$ cat config.mk
export PLATFORM = sky130hd
export DESIGN_NAME = bounded_priority_queue_core
export DESIGN_NICKNAME = d
export VERILOG_FILES = /design/src/hdl/bpq_pkg.sv /design/src/hdl/bpq_cell.sv /design/src/hdl/bounded_priority_queue_core.sv
export SDC_FILE = /design/constraint.sdc
export NUM_CORES = 1
export LEC_CHECK = 0
export ABC_AREA = 1
export BUFFER_PORTS_ARGS = -buffer_cell sky130_fd_sc_hd__buf_2
export CORE_MARGIN = 1
export CORE_UTILIZATION = 46
export DETAILED_ROUTE_END_ITERATION = 8
export SLEW_MARGIN = 20
export SYNTH_ARGS = -nofsm -noshare
export SYNTH_HDL_FRONTEND = slang
export SYNTH_SLANG_ARGS = --single-unit
$ cat constraint.sdc
create_clock -name clk -period 3.8 [get_ports clk]
set_input_delay 0.76 -clock clk [delete_from_list [all_inputs] [get_ports clk]]
set_output_delay 0.76 -clock clk [all_outputs]
set_load 0.1 [all_outputs]
$ cat src/hdl/bpq_pkg.sv
// Shared types and constants for the bounded priority queue.
`timescale 1ns / 1ps

package bpq_pkg;

    localparam int TAG_W         = 16;
    localparam int KEY_W         = 8;
    localparam int OCC_W         = 5;
    localparam int DEFAULT_DEPTH = 16;

    typedef enum logic
    {
        CMD_ENQUEUE = 1'b0,
        CMD_DEQUEUE = 1'b1
    } cmd_t;

    typedef struct packed
    {
        logic [TAG_W-1:0] tag;
        logic [KEY_W-1:0] key;
    } entry_t;

    // Per-cycle command to the cell row
    typedef struct packed
    {
        logic ins;   // place new entry in sorted position
        logic ext;   // drop head, everything shifts towards the head
    } cell_ctl_t;

endpackage

$ cat src/hdl/bpq_cell.sv
// One cell of the sorted queue row: holds a single entry.
`timescale 1ns / 1ps

module bpq_cell
    import bpq_pkg::*;
(
    input  logic      clk,
    input  cell_ctl_t ctl,
    input  logic      occ,          // this cell currently holds a live entry
    input  entry_t    new_entry,
    input  entry_t    left_entry,
    input  logic      left_before,  // new entry goes at or before the left cell
    input  entry_t    right_entry,
    output entry_t    entry,
    output logic      new_ahead
);

    entry_t entry_reg;
    entry_t entry_next;

    // Strict compare keeps equal keys in arrival order
    assign new_ahead = !occ || (new_entry.key < entry_reg.key);
    assign entry     = entry_reg;

    always_comb
    begin
        entry_next = entry_reg;
        if (ctl.ins)
        begin
            if (left_before)
            begin
                entry_next = left_entry;
            end
            else if (new_ahead)
            begin
                entry_next = new_entry;
            end
        end
        else if (ctl.ext)
        begin
            entry_next = right_entry;
        end
    end

    always_ff @(posedge clk)
    begin
        entry_reg <= entry_next;
    end

endmodule

$ cat src/hdl/bounded_priority_queue_core.sv
// Top level of the bounded priority queue: cell row, count and result register.
`timescale 1ns / 1ps

// Bounded extract-min priority queue built as a row of QUEUE_DEPTH cells kept
// sorted by key, equal keys in arrival order, so the head cell always holds
// the entry to serve next. An enqueue is placed in its sorted position by all
// cells comparing against it at once, a dequeue returns the head and shifts
// the row one place towards it. One item can be accepted every cycle; the
// result register parts the two sides, and input stall rises only while a
// result is held and res_stall is high. An enqueue into a full queue is
// discarded with dropped set; a dequeue of an empty queue returns out_valid
// low with zero tag and key. occupancy carries the low five bits of the
// count after the item.

module bounded_priority_queue_core
    import bpq_pkg::*;
#(
    parameter int QUEUE_DEPTH = DEFAULT_DEPTH
)
(
    input  logic             clk,
    input  logic             rst_n,
    // input items
    input  logic             in_valid,
    output logic             in_stall,
    input  logic             command,
    input  logic [TAG_W-1:0] entry_tag,
    input  logic [KEY_W-1:0] entry_key,
    // result items
    output logic             res_valid,
    input  logic             res_stall,
    output logic             out_valid,
    output logic [TAG_W-1:0] out_tag,
    output logic [KEY_W-1:0] out_key,
    output logic             dropped,
    output logic             now_empty,
    output logic [OCC_W-1:0] occupancy
);

    localparam int CNT_W = $clog2(QUEUE_DEPTH + 1);

    logic [CNT_W-1:0] count_reg, count_next;
    logic             res_valid_reg;
    logic             out_valid_reg, out_valid_next;
    logic [TAG_W-1:0] out_tag_reg, out_tag_next;
    logic [KEY_W-1:0] out_key_reg, out_key_next;
    logic             dropped_reg, dropped_next;
    logic             now_empty_reg;
    logic [OCC_W-1:0] occupancy_reg;
    logic [31:0]      count_wide;

    logic             accept;
    logic             is_deq;
    logic             full;
    logic             empty;
    cell_ctl_t        ctl;
    entry_t           new_entry;
    entry_t           cell_entry [QUEUE_DEPTH];
    logic             cell_before [QUEUE_DEPTH];
    logic             cell_occ [QUEUE_DEPTH];

    assign in_stall  = res_valid_reg && res_stall;
    assign accept    = in_valid && !in_stall;
    assign is_deq    = (command == CMD_DEQUEUE);
    assign full      = (count_reg == CNT_W'(QUEUE_DEPTH));
    assign empty     = (count_reg == '0);

    assign new_entry.tag = entry_tag;
    assign new_entry.key = entry_key;

    assign ctl.ins = accept && !is_deq && !full;
    assign ctl.ext = accept && is_deq && !empty;

    // ---------------------------------------------------------------
    // Cell row: cell 0 is the head
    // ---------------------------------------------------------------
    genvar gi;
    generate
        for (gi = 0; gi < QUEUE_DEPTH; gi++)
        begin : g_cell
            entry_t left_e;
            logic   left_b;
            entry_t right_e;

            assign cell_occ[gi] = (CNT_W'(gi) < count_reg);

            if (gi == 0)
            begin : g_head
                assign left_e = new_entry;
                assign left_b = 1'b0;
            end
            else
            begin : g_body
                assign left_e = cell_entry[gi-1];
                assign left_b = cell_before[gi-1];
            end

            if (gi == QUEUE_DEPTH - 1)
            begin : g_tail
                assign right_e = cell_entry[gi];   // vacated, content irrelevant
            end
            else
            begin : g_mid
                assign right_e = cell_entry[gi+1];
            end

            bpq_cell u_cell
            (
                .clk         (clk),
                .ctl         (ctl),
                .occ         (cell_occ[gi]),
                .new_entry   (new_entry),
                .left_entry  (left_e),
                .left_before (left_b),
                .right_entry (right_e),
                .entry       (cell_entry[gi]),
                .new_ahead   (cell_before[gi])
            );
        end
    endgenerate

    // ---------------------------------------------------------------
    // Count and result of the accepted item
    // ---------------------------------------------------------------
    always_comb
    begin
        count_next     = count_reg;
        out_valid_next = 1'b0;
        out_tag_next   = '0;
        out_key_next   = '0;
        dropped_next   = 1'b0;
        if (ctl.ins)
        begin
            count_next = count_reg + CNT_W'(1);
        end
        else if (ctl.ext)
        begin
            count_next     = count_reg - CNT_W'(1);
            out_valid_next = 1'b1;
            out_tag_next   = cell_entry[0].tag;
            out_key_next   = cell_entry[0].key;
        end
        else if (accept && !is_deq)
        begin
            dropped_next = 1'b1;   // enqueue into a full queue
        end
    end

    assign count_wide = 32'(count_next);

    always_ff @(posedge clk or negedge rst_n)
    begin
        if (!rst_n)
        begin
            count_reg     <= '0;
            res_valid_reg <= 1'b0;
        end
        else
        begin
            count_reg <= count_next;
            if (accept)
            begin
                res_valid_reg <= 1'b1;
            end
            else if (!res_stall)
            begin
                res_valid_reg <= 1'b0;
            end
        end
    end

    // Result payload, loaded only with an accepted item
    always_ff @(posedge clk)
    begin
        if (accept)
        begin
            out_valid_reg <= out_valid_next;
            out_tag_reg   <= out_tag_next;
            out_key_reg   <= out_key_next;
            dropped_reg   <= dropped_next;
            now_empty_reg <= (count_next == '0);
            occupancy_reg <= count_wide[OCC_W-1:0];
        end
    end

    assign res_valid = res_valid_reg;
    assign out_valid = out_valid_reg;
    assign out_tag   = out_tag_reg;
    assign out_key   = out_key_reg;
    assign dropped   = dropped_reg;
    assign now_empty = now_empty_reg;
    assign occupancy = occupancy_reg;

    // ---------------------------------------------------------------
    // Assertions
    // ---------------------------------------------------------------
    a_count_bound: assert property (@(posedge clk) disable iff (!rst_n)
        count_reg <= CNT_W'(QUEUE_DEPTH))
        else $error("entry count above queue depth");

    a_extract_count: assert property (@(posedge clk) disable iff (!rst_n)
        ctl.ext |=> count_reg == $past(count_reg) - CNT_W'(1))
        else $error("dequeue did not reduce count by one");

    a_head_sorted: assert property (@(posedge clk) disable iff (!rst_n)
        count_reg >= CNT_W'(2) |-> cell_entry[0].key <= cell_entry[1].key)
        else $error("head cell does not hold the smallest key");

    a_drop_full: assert property (@(posedge clk) disable iff (!rst_n)
        res_valid_reg && dropped_reg |-> full)
        else $error("drop reported while queue not full");

endmodule
==> impl_metrics.csv, run 1 <==
group,metric,value,unit
power,share_of_total_power_consumed_by_net_switching,42.3,%
finish,multi_input_comb_area,0.0108,sq mm
synthesis,synth.yosys.warnings,0,
min_path,hold_start,"res_stall",
clock_network,cts.clk_slew.worst_paths,0.06,ns
setup_path,biggest_fanout_along_the_worst_timing_path,228,
power,max-vdd-ir-drop,0.372,mV
power,total_leakage_power,14.0,nW
setup_path,endpoint_kind,"flip-flop",
clock_network,tritoncts_clock_tree,"built",
synthesis,post-synth-top-area-fraction,48.2,%
synthesis,synth.area.top_cells,"sky130_fd_sc_hd__edfxtp_1 (48%), sky130_fd_sc_hd__nand2_1 (18%), sky130_fd_sc_hd__nand3_1 (13%), sky130_fd_sc_hd__inv_1 (6.1%), sky130_fd_sc_hd__ha_1 (5.6%)",
power,power_report.internal_total,12.8,mW
placed_design,port_buffers,62,
placed_design,globalplace.congestion,0.880,
clock_network,clock_tree.buffer_depth,3,
setup_path,timing.critical_path.required,4.08,ns
floorplan,die_height,239,microns
clock_network,cts_buffers,48,
placed_design,hpwl,55200,microns
synthesis,synthMostInstantiatedCell,"sky130_fd_sc_hd__nand2_1",
drt,detail_route.drc_violations,0,
sta,aggregate_negative_setup_slack,0,ns
synthesis,synthCells,3328,
finish,post_route_cells_drive_above_1_share,7.06,%
power,share_seq_of_total_power,38.5,%
drt,detailedRoute.firstIterationViolations,2345,
finish,layout-area-overhead-vs-synth,10.1,%
placed_design,dp_worst_setup_slack,0.567,ns
grt,grt_pass1_wl,127000,microns
status,outcome,"finished clean",
drt,router_iterations_before_antenna_repair,6,
setup_path,crit_arrival,3.56,ns
power,netSwitchingPower,9.41,mW
setup_path,crit_path_cell_chain,"inv_2 > ha_1 > nand3_1 > nand2_8 > buf_12 > o21ai_0 > nand2_1 > buf_12",
clock_network,cts_root_buffer,"sky130_fd_sc_hd__clkbuf_16",
sta,finalMaxSlewViolations,0,
setup_path,critical_path.slowest_cell,"sky130_fd_sc_hd__buf_12",
clock_network,clock_tree.htree_level_count,2,
synthesis,synth_area,0.0259,sq mm
sta,layout_min_cycle_time,3.28,ns
finish,layout.core_utilization,51.5,%
synthesis,synth_largest_area_cell,"sky130_fd_sc_hd__edfxtp_1",
grt,grt_overflow,0,
run,cap_viol_max_count,0,
sta,max-slew-margin-rel,13.1,%
setup_path,critPathLaunchType,"flip-flop",
floorplan,core_region_area,0.0554,sq mm
drt,drt-wirelength-per-cell,20.3,microns
sta,fin_worst_hold_slack,0.432,ns
clock_network,clock_latency,0.61,ns
synthesis,synth_edf_count,416,
synthesis,postSynthNetCount,3473,
drt,detail-route-antenna-nets,0,
drt,route.vias.total,22800,
sta,layout_setup_ws,0.516,ns
synthesis,syn_area_per_cell,7.79,sq um
floorplan,row_count,86,
clock_network,postCtsSetupBuffers,0,
power,clock_power_share,20.7,%
sta,period_utilization,86.4,%
floorplan,initial_core_utilization,46.8,%
synthesis,postSynth.asyncResetShare,1.42,%
power,power_frac_comb,40.8,%
synthesis,synth_seq_area_share,48.8,%
min_path,hold_class,"in -> reg",
grt,antenna_violations_before_repair,3,
sta,setup_repair_after_global_routing_missed_its_margin,"no",
placed_design,dpl-instance-area,0.0270,sq mm
finish,seqCellArea,0.0126,sq mm
drt,route.final.wire_length,83200,microns
finish,finish.net_count,3466,
sta,maxClockFrequency,0.305,GHz
finish,largest_register_ffs,384,
setup_path,timing.rr.start,"count_reg[0]",
setup_path,crit_type,"reg -> reg",
grt,globalRouteTotalUtil,29.2,%
clock_network,clock_sink_count,422,
setup_path,setup.worst_path.start,"count_reg[0]",
floorplan,floorplan.die_area,0.0573,sq mm
setup_path,crit_path_frequent_cell,"sky130_fd_sc_hd__buf_12",
drt,avgViaCountPerCell,5.57,
synthesis,post_synth_most_frequent_cells,"sky130_fd_sc_hd__nand2_1 (1272), sky130_fd_sc_hd__nand3_1 (683), sky130_fd_sc_hd__inv_1 (420), sky130_fd_sc_hd__edfxtp_1 (416), sky130_fd_sc_hd__ha_1 (116)",
grt,grt_max_degree,229,
synthesis,synth_flop_cell,"sky130_fd_sc_hd__edfxtp_1",
sta,timing.clock.skew,0.0377,ns
finish,fillers,5376,
setup_path,timing.critical_path.slowest_cell_delay,0.47,ns
synthesis,synth_cell_type_count,33,
sta,finalHoldViolCount,0,
floorplan,pin_count,63,
finish,final_cell_area,0.0285,sq mm
synthesis,ys_seq_elements,422,
power,power.density,780,mW/mm^2
sta,setup_viol,0,
floorplan,floorplan.die.width,239,microns
grt,number_of_global_route_vias_before_repair,22100,
sta,tightestPinTransition,1.30,ns
==> worst max-delay path, delay by kind of cell, from the launching register on <==
kind                       cells  cell delay [ns]
adders and majority gates      1             0.22
buffers and inverters          3             0.94
DFF                            1             0.43
and+or+nand+nor                3             0.74
AOI/OAI and AO/OA              1             0.29
==> layout make-up <==
cell class                      instances  share of cell area (%)
Antenna cell                            1                 0.00877
Clock buffer                           61                    4.46
Clock inverter                         23                   0.750
Inverter                              430                    5.70
Multi-Input combinational cell       2276                    37.8
Sequential cell                       422                    44.3
Tap cell                              748                    3.28
Timing Repair Buffer                  143                    3.71
==> stage by stage <==
stage,power [mW],cells
detailed placement,17.6,4018
finish,22.2,4104
floorplan,14.8,3328
CTS,22.2,4103
global route,23.7,4103
global placement,17.4,4018
==> logic make-up after synthesis <==
kind of cell | after synthesis | share of synthesized area [%]
AOI/OAI and AO/OA | 116 | 2.61
xor gates and xnor gates | 5 | 0.169
adders and majority gates | 116 | 5.60
buffers and inverters | 630 | 9.71
DFF | 422 | 48.8
and+or+nand+nor | 2039 | 33.1
==> timing repair <==
| action | 4_1_cts | 5_1_grt |
|---|---|---|
| hold buffers | 1 | 0 |
| resized for setup | 0 | 0 |
| endpoints found under the hold margin | 6 | 0 |
==> cell usage in the layout, fill, tap and decap left out, types with 2 or more instances in the layout <==
master	instances
sky130_fd_sc_hd__xor2_1	5
sky130_fd_sc_hd__bufinv_16	4
sky130_fd_sc_hd__buf_4	69
sky130_fd_sc_hd__buf_2	62
sky130_fd_sc_hd__o21ai_2	4
sky130_fd_sc_hd__buf_12	11
sky130_fd_sc_hd__nand2_1	1272
sky130_fd_sc_hd__inv_2	8
sky130_fd_sc_hd__nor3_1	8
sky130_fd_sc_hd__nand3_1	683
sky130_fd_sc_hd__inv_1	419
sky130_fd_sc_hd__a31oi_4	2
sky130_fd_sc_hd__ha_1	116
sky130_fd_sc_hd__o21ai_1	2
sky130_fd_sc_hd__clkbuf_1	12
sky130_fd_sc_hd__nor2_1	58
sky130_fd_sc_hd__nor2_2	4
sky130_fd_sc_hd__edfxtp_1	416
sky130_fd_sc_hd__clkinvlp_4	3
sky130_fd_sc_hd__clkinv_1	11
sky130_fd_sc_hd__o21ai_0	55
sky130_fd_sc_hd__nand2_2	8
sky130_fd_sc_hd__clkinv_2	5
sky130_fd_sc_hd__clkbuf_16	49
sky130_fd_sc_hd__o21a_1	8
sky130_fd_sc_hd__a21oi_1	42
sky130_fd_sc_hd__dfrtp_1	6
==> worst paths after layout <==
check | to | slack [ns] | depth (start not counted)
setup reg to reg | g_cell[9].u_cell.entry[8] | 0.52 | 8
setup / recovery | g_cell[9].u_cell.entry[8] | 0.52 | 8
hold reg to reg | g_cell[14].u_cell.entry[14] | 0.52 | 2
hold / removal | res_valid | 0.43 | 3
max in group asynchronous | count_reg[0] | 3.11 | 2
min in group asynchronous | count_reg[1] | 0.51 | 2
==> power by group through the flow <==
stage                     combinational, mW  sequential [mW]  clock [mW]
after floorplan                        6.39             8.37           0
after global placement                 8.79             8.61           0
after detailed placement               8.99             8.62           0
after CTS                              9.04             8.55        4.65
after global routing                   10.2             8.69        4.80
final                                  9.08             8.56        4.60
==> metal layers <==
metal | track usage, % | wire length (microns) | up-vias | part of all wire, %
li1 | - | - | 10800 | -
met5 | 0 | 0 | - | 0
met1 | 37.9 | 34400 | 10900 | 41
met4 | 13.4 | 3790 | 0 | 4.6
met3 | 3.43 | 5560 | 221 | 6.7
met2 | 48.9 | 39500 | 910 | 47
(Power assumes the default switching activity.)
==> run 2: changes to the inputs <==
--- a/config.mk
+++ b/config.mk
@@ -7,9 +7,11 @@
 export LEC_CHECK = 0
 export ABC_AREA = 1
 export BUFFER_PORTS_ARGS = -buffer_cell sky130_fd_sc_hd__buf_2
+export CAP_MARGIN = 20
 export CORE_MARGIN = 1
 export CORE_UTILIZATION = 46
 export DETAILED_ROUTE_END_ITERATION = 8
+export REMOVE_ABC_BUFFERS = 1
 export SLEW_MARGIN = 20
 export SYNTH_ARGS = -nofsm -noshare
 export SYNTH_HDL_FRONTEND = slang
==> constraint.sdc (replaced) <==
create_clock -name clk -period 3 [get_ports clk]
set_input_delay 0.6 -clock clk [delete_from_list [all_inputs] [get_ports clk]]
set_output_delay 0.6 -clock clk [all_outputs]
set_load 0.1 [all_outputs]
==> run 2 against run 1 <==
First-iteration DRC count decreased by 34%; die area unchanged; clock-buffer cell count increased by 2; combinational power increased by 27%; sequential share of layout area decreased by 0.70 points; hold slack got worse by 0.16 ns; register-to-register slack got worse by 0.02 ns; clock skew decreased by 0.016 ns; critical path type unchanged; largest power group unchanged; highest routed layer unchanged.
==> impl_metrics.csv, run 2 (same netlist as run 1, synthesis figures left out) <==
group,metric,value,unit
status,outcome,"finished clean",
clock_network,clock_tree.htree_level_count,2,
floorplan,core_region_area,0.0554,sq mm
setup_path,crit_path_cell_chain,"inv_2 > ha_1 > nand3_1 > nand2_8 > buf_12 > o21ai_0 > nand2_1 > buf_12",
power,total_leakage_power,14.2,nW
floorplan,initial_core_utilization,46.8,%
grt,gr-usage-met2,39.7,%
grt,antenna_violations_before_repair,0,
grt,grt_pass1_wl,109000,microns
finish,layout.core_utilization,52.3,%
finish,post_route_cells_drive_above_1_share,7.74,%
sta,setup_viol,0,
drt,router_iterations_before_antenna_repair,5,
power,max-vdd-ir-drop,0.560,mV
grt,grt_max_degree,100,
drt,route.vias.total,21300,
placed_design,port_buffers,62,
sta,period_utilization,83.4,%
sta,setup_repair_after_global_routing_missed_its_margin,"no",
finish,final-instance-count-excl-fill,4135,
finish,antenna_cells,0,
setup_path,crit_type,"reg -> reg",
sta,timing.clock.skew,0.0216,ns
setup_path,crit_cells,8,
setup_path,critical_path.top_delay_family,"buffers and inverters",
finish,final_cell_area,0.0290,sq mm
grt,grt_overflow,0,
grt,grtUsageMet1,31.4,%
placed_design,dpl-instance-area,0.0274,sq mm
finish,layout-area-overhead-vs-synth,11.9,%
placed_design,place.detailed.instances,4040,
grt,number_of_global_route_vias_before_repair,20800,
sta,fin_worst_hold_slack,0.271,ns
sta,finalHoldViolCount,0,
drt,avgViaCountPerCell,5.15,
floorplan,floorplan.die_area,0.0573,sq mm
setup_path,crit_arrival,2.79,ns
power,power.density,961,mW/mm^2
clock_network,tritoncts_clock_tree,"built",
setup_path,crit_path_frequent_cell,"sky130_fd_sc_hd__buf_12",
clock_network,cts.clk_slew.worst_paths,0.06,ns
placed_design,hpwl,47400,microns
drt,detail_route.drc_violations,0,
sta,maxClockFrequency,0.400,GHz
power,p_total,27.8,mW
clock_network,clock_tree.buffer_depth,3,
setup_path,critPathLaunchType,"flip-flop",
grt,gr-max-usage-layer,"met2",
finish,layout_commonest_cell,"sky130_fd_sc_hd__nand2_1",
drt,detailedRoute.firstIterationViolations,1550,
sta,tightestPinTransition,0.793,ns
floorplan,pin_count,63,
floorplan,floorplan.die.width,239,microns
grt,globalRouteTotalUtil,23.3,%
setup_path,biggest_fanout_along_the_worst_timing_path,78,
sta,layout_setup_ws,0.498,ns
finish,largest_register_ffs,384,
placed_design,globalplace.congestion,0.861,
floorplan,die_height,239,microns
clock_network,cts_repair_resize_count,0,
clock_network,clock_sink_count,422,
grt,grt_use_met3,2.63,%
setup_path,cp.buffers_inverters,3,
min_path,hold_depth,3,
sta,max-slew-margin-rel,47.1,%
run,cap_viol_max_count,0,
sta,aggregate_negative_setup_slack,0,ns
sta,layout_min_cycle_time,2.50,ns
drt,route.final.wire_length,65800,microns
setup_path,rr_worst_depth,8,
min_path,hold_class,"in -> reg",
finish,fillers,5347,
setup_path,critical_path.slowest_cell,"sky130_fd_sc_hd__dfrtp_1",
floorplan,row_count,86,
finish,commonest_cells_after_routing_fill_and_taps_aside,"sky130_fd_sc_hd__nand2_1 (1272), sky130_fd_sc_hd__nand3_1 (683), sky130_fd_sc_hd__inv_1 (420), sky130_fd_sc_hd__edfxtp_1 (416), sky130_fd_sc_hd__ha_1 (116)",
setup_path,timing.critical_path.slowest_cell_delay,0.44,ns
drt,drt-wirelength-per-cell,15.9,microns
clock_network,clock_latency,0.60,ns
sta,finalMaxSlewViolations,0,
finish,finish.net_count,3491,
setup_path,timing.critical_path.required,3.29,ns
clock_network,cts_buffers,51,
placed_design,dp_worst_setup_slack,0.241,ns
setup_path,endpoint_kind,"flip-flop",
drt,detail-route-antenna-nets,0,
clock_network,cts_root_buffer,"sky130_fd_sc_hd__clkbuf_16",
## run 2: report_power, final
group          leakage, nW  internal [mW]  switching (mW)  total, mW
logic                 9.38           3.71            7.78       11.5
registers             4.10           9.45           0.996       10.4
clock network        0.770           3.41            2.49       5.91
## run 2: path summary, 6_finish.rpt
path	from	end	slack [ns]
worst max-delay path	count_reg[1]	g_cell[4].u_cell.entry[0]	0.50
worst min-delay path	res_stall	res_valid	0.27
worst max register to register	count_reg[1]	g_cell[4].u_cell.entry[0]	0.50
worst min register to register	g_cell[15].u_cell.entry[11]	g_cell[14].u_cell.entry[11]	0.51
max in group asynchronous	rst_n	res_valid	2.46
min in group asynchronous	rst_n	count_reg[1]	0.38
## run 2: metal layers
| layer | vias to the layer above | wire [microns] | part of all wire, % |
|---|---|---|---|
| li1 | 10800 | - | - |
| met4 | 0 | 1420 | 2.2 |
| met2 | 551 | 31400 | 48 |
| met5 | - | 0 | 0 |
| met3 | 85 | 3120 | 4.7 |
| met1 | 9817 | 29900 | 45 |
## run 2: worst register-to-register path, stage by stage, from the launching register on
cell and delay (ns):
sky130_fd_sc_hd__dfrtp_1 0.44, sky130_fd_sc_hd__inv_2 0.08, sky130_fd_sc_hd__ha_1 0.19, sky130_fd_sc_hd__nand3_1 0.25
sky130_fd_sc_hd__nand2_8 0.20, sky130_fd_sc_hd__buf_12 0.37, sky130_fd_sc_hd__o21ai_0 0.28, sky130_fd_sc_hd__nand2_1 0.18
sky130_fd_sc_hd__buf_12 0.19
## run 2: what timing repair did
action / 4_1_cts / 5_1_grt
hold buffers: 1 / 0
endpoints found under the hold margin: 6 / 0
buffers inserted: 0 / 0
## run 2: final cells by class
cell class	instances	area [sq um]	share of cell area, %
sequential	422	12600	43.6
multi-input combinational	2276	10800	37.2
inverter	430	1630	5.61
timing repair buffer	165	1440	4.96
clock buffer	63	1340	4.63
tap	748	936	3.23
clock inverter	31	228	0.786
